[src/cete_pkg.sv]
// Shared types and codes for the constant expression token evaluator.
// No dependencies.
package cete_pkg;

  localparam int unsigned CmdW = 3;
  localparam int unsigned DataW = 32;
  localparam int unsigned ShW = 5;
  localparam int unsigned QueueDepth = 2;

  typedef enum logic [2:0] {
    CMD_INT = 3'd0,
    CMD_SHL = 3'd1,
    CMD_SHR = 3'd2,
    CMD_MUL = 3'd3,
    CMD_DIV = 3'd4,
    CMD_ADD = 3'd5,
    CMD_SUB = 3'd6,
    CMD_END = 3'd7
  } cmd_t;

  // Pending operator at one precedence level
  typedef enum logic [1:0] {
    PEND_NONE = 2'd0,
    PEND_ONE  = 2'd1,
    PEND_TWO  = 2'd2
  } pend_t;

  // Classified token passed from front to back
  typedef struct packed {
    cmd_t              cmd;
    logic [DataW-1:0]  value;
  } tok_t;

endpackage

[src/cete_front.sv]
// Front end: accepts token beats and holds them in a short queue.
// Depends on cete_pkg.
module cete_front #(
  parameter int unsigned Depth = cete_pkg::QueueDepth
) (
  input  logic                              clk,
  input  logic                              rst,
  input  logic                              in_valid,
  output logic                              in_ready,
  input  logic [cete_pkg::CmdW-1:0]         command,
  input  logic signed [cete_pkg::DataW-1:0] token_value,
  output logic                              q_valid,
  input  logic                              q_ready,
  output cete_pkg::tok_t                    q_tok
);
  localparam int unsigned AW = (Depth > 1) ? $clog2(Depth) : 1;

  cete_pkg::tok_t   mem [Depth];
  logic [AW-1:0]    wr_ptr;
  logic [AW-1:0]    rd_ptr;
  logic [AW:0]      count;
  logic             push;
  logic             pop;

  assign in_ready = (count != (AW+1)'(Depth));
  assign q_valid  = (count != '0);
  assign q_tok    = mem[rd_ptr];
  assign push     = in_valid && in_ready;
  assign pop      = q_valid && q_ready;

  // Store accepted beat
  always_ff @(posedge clk) begin
    if (push) begin
      mem[wr_ptr] <= '{cmd: cete_pkg::cmd_t'(command), value: token_value};
    end
  end

  // Advance pointers and count
  always_ff @(posedge clk) begin
    if (rst) begin
      wr_ptr <= '0;
      rd_ptr <= '0;
      count  <= '0;
    end else begin
      if (push) wr_ptr <= (wr_ptr == AW'(Depth-1)) ? '0 : wr_ptr + 1'b1;
      if (pop)  rd_ptr <= (rd_ptr == AW'(Depth-1)) ? '0 : rd_ptr + 1'b1;
      count <= count + (AW+1)'(push) - (AW+1)'(pop);
    end
  end
endmodule

[src/cete_div.sv]
// Serial signed 32-bit divider, one quotient bit per cycle.
// Depends on cete_pkg.
module cete_div (
  input  logic                         clk,
  input  logic                         rst,
  input  logic                         start,
  input  logic [cete_pkg::DataW-1:0]   dividend,
  input  logic [cete_pkg::DataW-1:0]   divisor,
  output logic                         done,
  output logic [cete_pkg::DataW-1:0]   quotient
);
  localparam int unsigned W = cete_pkg::DataW;

  logic          busy;
  logic [5:0]    cnt;
  logic [W-1:0]  rem;
  logic [W-1:0]  quo;
  logic [W-1:0]  dsr;
  logic          neg;

  assign quotient = neg ? (W'(0) - quo) : quo;

  // Restoring division on magnitudes
  always_ff @(posedge clk) begin
    if (rst) begin
      busy <= 1'b0;
      done <= 1'b0;
      cnt  <= '0;
    end else begin
      done <= 1'b0;
      if (start) begin
        busy <= 1'b1;
        cnt  <= 6'(W);
        rem  <= '0;
        quo  <= dividend[W-1] ? W'(0) - dividend : dividend;
        dsr  <= divisor[W-1] ? W'(0) - divisor : divisor;
        neg  <= dividend[W-1] ^ divisor[W-1];
      end else if (busy) begin
        if ({1'b0, rem, quo[W-1]} >= {2'b0, dsr}) begin
          rem <= W'({rem, quo[W-1]} - {1'b0, dsr});
          quo <= {quo[W-2:0], 1'b1};
        end else begin
          rem <= {rem[W-2:0], quo[W-1]};
          quo <= {quo[W-2:0], 1'b0};
        end
        cnt <= cnt - 1'b1;
        if (cnt == 6'd1) begin
          busy <= 1'b0;
          done <= 1'b1;
        end
      end
    end
  end
endmodule

[src/cete_back.sv]
// Back end: folds tokens through the three precedence levels.
// Depends on cete_pkg and cete_div.
module cete_back (
  input  logic                              clk,
  input  logic                              rst,
  input  logic                              q_valid,
  output logic                              q_ready,
  input  cete_pkg::tok_t                    q_tok,
  output logic                              out_valid,
  input  logic                              out_ready,
  output logic signed [cete_pkg::DataW-1:0] result_value,
  output logic                              divide_by_zero,
  output logic                              token_taken
);
  localparam int unsigned W = cete_pkg::DataW;

  typedef enum logic [4:0] {
    S_IDLE  = 5'b00001,
    S_PROD  = 5'b00010,
    S_DIVW  = 5'b00100,
    S_SUM   = 5'b01000,
    S_EMIT  = 5'b10000
  } state_t;

  state_t            state;
  cete_pkg::tok_t    tok;
  logic [W-1:0]      sum_acc, prod_acc, shift_acc;
  cete_pkg::pend_t   sum_pend, prod_pend, shift_pend;
  logic              expect_op, zdiv;
  logic [W-1:0]      mul_r;
  logic              div_start, div_done;
  logic [W-1:0]      div_q;
  logic [W-1:0]      opnd;
  logic [W-1:0]      shifted;
  logic              emit_go;

  assign q_ready = (state == S_IDLE);
  assign emit_go = (state == S_EMIT) && (!out_valid || out_ready);

  // Apply pending shift to operand
  always_comb begin
    case (shift_pend)
      cete_pkg::PEND_ONE: shifted = shift_acc << opnd[cete_pkg::ShW-1:0];
      cete_pkg::PEND_TWO: shifted = W'($signed(shift_acc) >>> opnd[cete_pkg::ShW-1:0]);
      default:            shifted = opnd;
    endcase
  end

  assign div_start = (state == S_PROD) && (prod_pend == cete_pkg::PEND_TWO)
                     && (shift_acc != '0);

  cete_div u_div (
    .clk(clk), .rst(rst), .start(div_start),
    .dividend(prod_acc), .divisor(shift_acc),
    .done(div_done), .quotient(div_q)
  );

  // Operand held for the shift stage: zero when missing
  always_comb begin
    opnd = (q_tok.cmd == cete_pkg::CMD_INT) ? q_tok.value : '0;
  end

  always_ff @(posedge clk) begin
    mul_r <= prod_acc * shift_acc;
  end

  // Sequence one token
  always_ff @(posedge clk) begin
    if (rst) begin
      state      <= S_IDLE;
      sum_acc    <= '0; prod_acc <= '0; shift_acc <= '0;
      sum_pend   <= cete_pkg::PEND_NONE;
      prod_pend  <= cete_pkg::PEND_NONE;
      shift_pend <= cete_pkg::PEND_NONE;
      expect_op  <= 1'b1;
      zdiv       <= 1'b0;
      out_valid  <= 1'b0;
    end else begin
      // Hold the result beat until taken
      if (emit_go) out_valid <= 1'b1;
      else if (out_ready) out_valid <= 1'b0;
      case (state)
        S_IDLE: if (q_valid && q_ready) begin
          tok <= q_tok;
          if (expect_op) begin
            shift_acc <= shifted;
          end
          if (expect_op && q_tok.cmd == cete_pkg::CMD_INT) begin
            shift_pend <= cete_pkg::PEND_NONE;
            expect_op  <= 1'b0;
          end else if (q_tok.cmd == cete_pkg::CMD_SHL ||
                       q_tok.cmd == cete_pkg::CMD_SHR) begin
            shift_pend <= (q_tok.cmd == cete_pkg::CMD_SHL) ?
                          cete_pkg::PEND_ONE : cete_pkg::PEND_TWO;
            expect_op  <= 1'b1;
          end else begin
            shift_pend <= cete_pkg::PEND_NONE;
            expect_op  <= 1'b0;
            state      <= S_PROD;
          end
        end
        // Fold shift level into product (multiply result lands next cycle)
        S_PROD: begin
          if (prod_pend == cete_pkg::PEND_TWO) begin
            if (shift_acc == '0) begin
              prod_acc <= '0;
              zdiv     <= 1'b1;
              prod_pend <= cete_pkg::PEND_NONE;
              state    <= S_SUM;
            end else state <= S_DIVW;
          end else if (prod_pend == cete_pkg::PEND_ONE) begin
            prod_pend <= cete_pkg::PEND_NONE;
            state     <= S_DIVW;
          end else begin
            prod_acc <= shift_acc;
            state    <= S_SUM;
          end
        end
        S_DIVW: begin
          if (prod_pend == cete_pkg::PEND_NONE) begin
            prod_acc <= mul_r;
            state    <= S_SUM;
          end else if (div_done) begin
            prod_acc  <= div_q;
            prod_pend <= cete_pkg::PEND_NONE;
            state     <= S_SUM;
          end
        end
        // Dispatch on operator level
        S_SUM: begin
          if (tok.cmd == cete_pkg::CMD_MUL || tok.cmd == cete_pkg::CMD_DIV) begin
            prod_pend <= (tok.cmd == cete_pkg::CMD_MUL) ?
                         cete_pkg::PEND_ONE : cete_pkg::PEND_TWO;
            expect_op <= 1'b1;
            state     <= S_IDLE;
          end else begin
            case (sum_pend)
              cete_pkg::PEND_ONE: sum_acc <= sum_acc + prod_acc;
              cete_pkg::PEND_TWO: sum_acc <= sum_acc - prod_acc;
              default:            sum_acc <= prod_acc;
            endcase
            if (tok.cmd == cete_pkg::CMD_ADD || tok.cmd == cete_pkg::CMD_SUB) begin
              sum_pend  <= (tok.cmd == cete_pkg::CMD_ADD) ?
                           cete_pkg::PEND_ONE : cete_pkg::PEND_TWO;
              expect_op <= 1'b1;
              state     <= S_IDLE;
            end else begin
              sum_pend <= cete_pkg::PEND_NONE;
              state    <= S_EMIT;
            end
          end
        end
        // Emit result once the output register is free, clear, absorb a finishing integer
        S_EMIT: if (emit_go) begin
          result_value   <= sum_acc;
          divide_by_zero <= zdiv;
          token_taken    <= (tok.cmd == cete_pkg::CMD_END);
          sum_acc <= '0; prod_acc <= '0;
          prod_pend <= cete_pkg::PEND_NONE;
          shift_pend <= cete_pkg::PEND_NONE;
          zdiv <= 1'b0;
          if (tok.cmd == cete_pkg::CMD_INT) begin
            shift_acc <= tok.value;
            expect_op <= 1'b0;
          end else begin
            shift_acc <= '0;
            expect_op <= 1'b1;
          end
          state <= S_IDLE;
        end
        default: state <= S_IDLE;
      endcase
    end
  end
endmodule

[src/const_expr_token_evaluator_unit.sv]
// Top level of the constant expression token evaluator.
// Depends on cete_pkg, cete_front, cete_back.
//
// Takes integer and operator tokens and returns one result beat per finished
// expression. A queue of QDepth tokens sits in front of the evaluator. An
// operand or shift operator is handled in the idle state; any other token
// passes the product and sum states, waiting when it folds a pending multiply
// or nonzero divide, one quotient bit per cycle; a finishing token also emits.
// A result beat waits in its output register until taken while the evaluator
// carries on; it stalls only when a second result is ready before the first goes.
module const_expr_token_evaluator_unit #(
  parameter int unsigned QDepth = cete_pkg::QueueDepth
) (
  input  logic                              clk,
  input  logic                              rst,
  input  logic                              in_valid,
  output logic                              in_ready,
  input  logic [cete_pkg::CmdW-1:0]         command,
  input  logic signed [cete_pkg::DataW-1:0] token_value,
  output logic                              out_valid,
  input  logic                              out_ready,
  output logic signed [cete_pkg::DataW-1:0] result_value,
  output logic                              divide_by_zero,
  output logic                              token_taken
);
  logic           q_valid;
  logic           q_ready;
  cete_pkg::tok_t q_tok;

  cete_front #(.Depth(QDepth)) u_front (
    .clk, .rst, .in_valid, .in_ready, .command, .token_value,
    .q_valid, .q_ready, .q_tok
  );

  cete_back u_back (
    .clk, .rst, .q_valid, .q_ready, .q_tok,
    .out_valid, .out_ready, .result_value, .divide_by_zero, .token_taken
  );
endmodule

[config.mk]
export PLATFORM = sky130hd
export DESIGN_NAME = const_expr_token_evaluator_unit
export DESIGN_NICKNAME = d
export VERILOG_FILES = /design/src/cete_pkg.sv /design/src/cete_front.sv /design/src/cete_div.sv /design/src/cete_back.sv /design/src/const_expr_token_evaluator_unit.sv
export SDC_FILE = /design/constraint.sdc
export NUM_CORES = 2
export LEC_CHECK = 0
export ABC_AREA = 0
export BUFFER_PORTS_ARGS = -buffer_cell sky130_fd_sc_hd__buf_2
export CAP_MARGIN = 20
export CELL_PAD_IN_SITES_DETAIL_PLACEMENT = 2
export CELL_PAD_IN_SITES_GLOBAL_PLACEMENT = 2
export CORE_MARGIN = 4
export CORE_UTILIZATION = 42
export DETAILED_ROUTE_END_ITERATION = 6
export GPL_ROUTABILITY_DRIVEN = 0
export PLACE_DENSITY = 0.86
export SLEW_MARGIN = 25
export SYNTH_ARGS = -nofsm -noshare
export SYNTH_HDL_FRONTEND = slang
export SYNTH_HIERARCHICAL = 1
export SYNTH_SLANG_ARGS = --single-unit
[constraint.sdc]
create_clock -name clk -period 8.6 [get_ports clk]
set_clock_uncertainty 0.1 [all_clocks]
set_input_delay 0.86 -clock clk [delete_from_list [all_inputs] [get_ports clk]]
set_output_delay 0.86 -clock clk [all_outputs]
set_load 0.1 [all_outputs]
==> impl_metrics.py <==
metrics = {
    "worst_setup_path": {
        "cp_max_fo": 21,
        "cp.arrival_ns": 8.82,
        "worstSetupPathType": "flop to flop",
        "critPathLaunchType": "flop",
        "cp-end-kind": "flop",
        "cp.required_ns": 9.02,
    },
    "power": {
        "p_seq_frac": 0.269,
        "pwr-share-comb": 0.498,
        "pwr-share-clk": 0.234,
        "p_switching_mw": 4.63,
        "p_leak_nw": 18.4,
        "power.internal_mw": 5.16,
        "p_per_area_mw_per_mm2": 224,
        "sw_frac_of_total": 0.473,
        "power_mw": 9.80,
        "peakVddDrop_uv": 162,
    },
    "floorplan": {
        "io_pins": 75,
        "core.rowCount": 113,
        "fp.dieW_um": 318,
        "start_util": 0.424,
        "die_area_sq_mm": 0.101,
        "core_sq_mm": 0.0953,
        "dieHeight_um": 318,
    },
    "layout": {
        "nets": 4997,
        "diodes": 0,
        "drive_above_1_share": 0.0904,
        "syn2layout_area_growth_pct": 8.20,
    },
    "yosys": {
        "synth-seq-area-share": 0.252,
        "synth-async-reset-ratio": 0,
        "syn-num-nets": 5072,
        "synth-main-ff-cell": "edfxtp_1",
        "ys_types": 88,
        "yosys_warnings": 6,
        "syn_area_per_cell_sq_um": 9.13,
        "ys_ff_latch": 391,
        "synth_edf_count": 236,
        "syn_area_sq_mm": 0.0404,
        "synthesis.instances": 4427,
    },
    "cts": {
        "clock_latency_ns": 0.65,
        "cts_setup_buffers": 0,
        "clk_pin_slew_worst_paths_ns": 0.07,
        "cts.sinks": 391,
        "cts_resized": 0,
        "cts_root_buffer": "clkbuf_16",
        "holdBufCountCts": 0,
        "htreeDepth": 2,
        "numCtsBuffers": 49,
        "ctsLongestPathBuffers": 3,
        "cts_tree": "built",
    },
    "placement": {
        "pre_cts_slack_ns": 0.705,
        "port_buffers": 74,
        "dp_hpwl_um": 126000,
    },
    "sta": {
        "setup_viol": 0,
        "rsz0062_at_grt": "no",
        "drv_slew": 0,
        "period_share": 0.977,
        "max_freq_mhz": 119,
        "fin_ws_ns": 0.201,
        "worst_pin_slew_ns": 1.18,
        "hold_ws_ns": 0.325,
        "period_needed_ns": 8.40,
        "setup_tns_ns": 0,
        "hold_viol": 0,
        "relSlewSlack": 0.213,
    },
    "global_route": {
        "track_usage": 0.364,
        "grt_max_degree": 65,
        "grt_pass1_vias": 42000,
        "grt_pass1_wl_um": 281000,
        "antenna_found_initial": 5,
        "overflow": 0,
    },
    "worst_hold_path": {
        "hold_class": "primary input to flop",
    },
    "run": {
        "maxCapViolCount": 0,
    },
    "status": {
        "status": "finished, final reports clean",
    },
    "routing": {
        "wl_per_cell_um": 33.4,
        "postRouteAntennaNets": 0,
        "drtIter0Drc": 4151,
        "via_per_inst": 6.52,
        "drc": 0,
        "drt_wl_total_um": 189000,
        "drt_pass1_iterations": 6,
        "via_count": 36900,
    },
}
## flip-flops by register name, summed over array words and instances, names as in the netlist, 2 cells and up, named ones only
name / count
u_back/shift_pend: 2
u_back/u_div/rem: 32
u_back/prod_pend: 2
u_back/prod_acc: 32
u_back/mul_r: 32
u_back/shift_acc: 32
u_back/state: 5
u_back/sum_pend: 2
u_front/mem: 70
u_front/count: 2
u_back/u_div/quo: 32
u_back/u_div/dsr: 32
u_back/u_div/cnt: 6
u_back/tok: 35
u_back/sum_acc: 32
u_back/result_value: 32
## cell families (layout without fill, tap and decap cells)
family          count (synthesis)  after routing  share of synthesized area
flops                         391            391                      0.252
buf+inv                       789            755                     0.0760
xor+xnor                      259            259                     0.0561
mux                           191            191                     0.0577
simple gates                 1391           1391                      0.169
compound gates                800            800                      0.126
fa+ha+maj                     606            606                      0.264
## cell usage after synthesis (all sizes together), types with 62 or more instances
| cell | instances | area (sq um) |
|---|---|---|
| inv | 484 | 1820 |
| nand2 | 458 | 1720 |
| fa | 410 | 8210 |
| and2 | 326 | 2040 |
| a21oi | 287 | 1440 |
| nor2 | 287 | 1080 |
| clkbuf | 252 | 947 |
| edfxtp | 236 | 7090 |
| ha | 196 | 2450 |
| xnor2 | 183 | 1600 |
| dfxtp | 155 | 3100 |
| o21ai | 126 | 631 |
| mux2i | 105 | 1050 |
| a211oi | 93 | 698 |
| xor2 | 76 | 666 |
| nor3 | 62 | 315 |
## critical path, cell delays in order, from the launching register on
cell,delay (ns)
dfxtp_1,0.94
buf_4,0.44
nand2_1,0.28
fa_1,0.64
inv_1,0.08
fa_1,0.53
inv_1,0.08
fa_1,0.49
inv_1,0.06
fa_1,0.55
inv_1,0.07
fa_1,0.78
fa_1,0.55
fa_1,0.54
fa_1,0.48
xnor2_1,0.16
xnor2_1,0.27
xnor2_1,0.13
xnor2_1,0.32
xnor2_1,0.25
xnor2_1,0.14
xnor2_1,0.26
xnor2_1,0.12
## through the flow
| stage | cell area [sq um] | std cells | utilization |
|---|---|---|---|
| 2_1_floorplan | 40400 | 4427 | - |
| 3_3_place_gp | 42000 | 5564 | 0.441 |
| 3_5_place_dp | 42000 | 5565 | 0.441 |
| 4_1_cts | 43700 | 5657 | 0.459 |
| 5_1_grt | 43800 | 5658 | 0.459 |
| 6_report | 43800 | 5658 | 0.459 |
## final timing paths
kind	start	end	slack (ns)	cells after the start
hold / removal	token_value[23]	u_front/mem[1][23]	0.33	1
hold reg to reg	u_back/sum_acc[17]	u_back/result_value[17]	0.38	0
setup / recovery	u_back/prod_acc[6]	u_back/mul_r[31]	0.20	22
setup reg to reg	u_back/prod_acc[6]	u_back/mul_r[31]	0.20	22
## per-layer routing
| metal | part of all wire | vias up | track usage |
|---|---|---|---|
| met4 | 0.083 | 4 | 0.249 |
| met2 | 0.47 | 2401 | 0.602 |
| met3 | 0.090 | 1019 | 0.0829 |
| met1 | 0.36 | 18800 | 0.421 |
| li1 | - | 14700 | - |
| met5 | 0.00014 | - | 0 |
## power groups by stage
stage / registers [mW] / logic (mW) / clock network, mW
floorplan: 2.37 / 3.08 / 0
finish: 2.63 / 4.87 / 2.29
CTS: 2.60 / 4.68 / 2.30
global route: 2.63 / 5.09 / 2.38
detailed placement: 2.63 / 4.45 / 0
global placement: 2.59 / 4.15 / 0
## area by class of cell
cell class | count | area (sq um)
multi-input cells | 3247 | 27300
well taps | 1265 | 1580
inverters | 484 | 1820
repair buffers | 179 | 1190
clock inverters | 26 | 324
flip-flops and latches | 391 | 10200
clock buffers | 66 | 1370
fillers | 10200 | 51500
## cells in the final DEF, fill, tap and decap left out, types with 59 or more instances in the layout
cell	count
and2_1	324
nor3_1	59
o21ai_0	121
buf_4	104
a211oi_1	93
inv_1	484
xor2_1	76
ha_1	196
mux2i_1	105
xnor2_1	183
nand2_1	457
fa_1	410
nor2_1	281
dfxtp_1	149
edfxtp_1	236
buf_2	73
a21oi_1	286
Note: power is estimated with default switching activity, not from simulation.
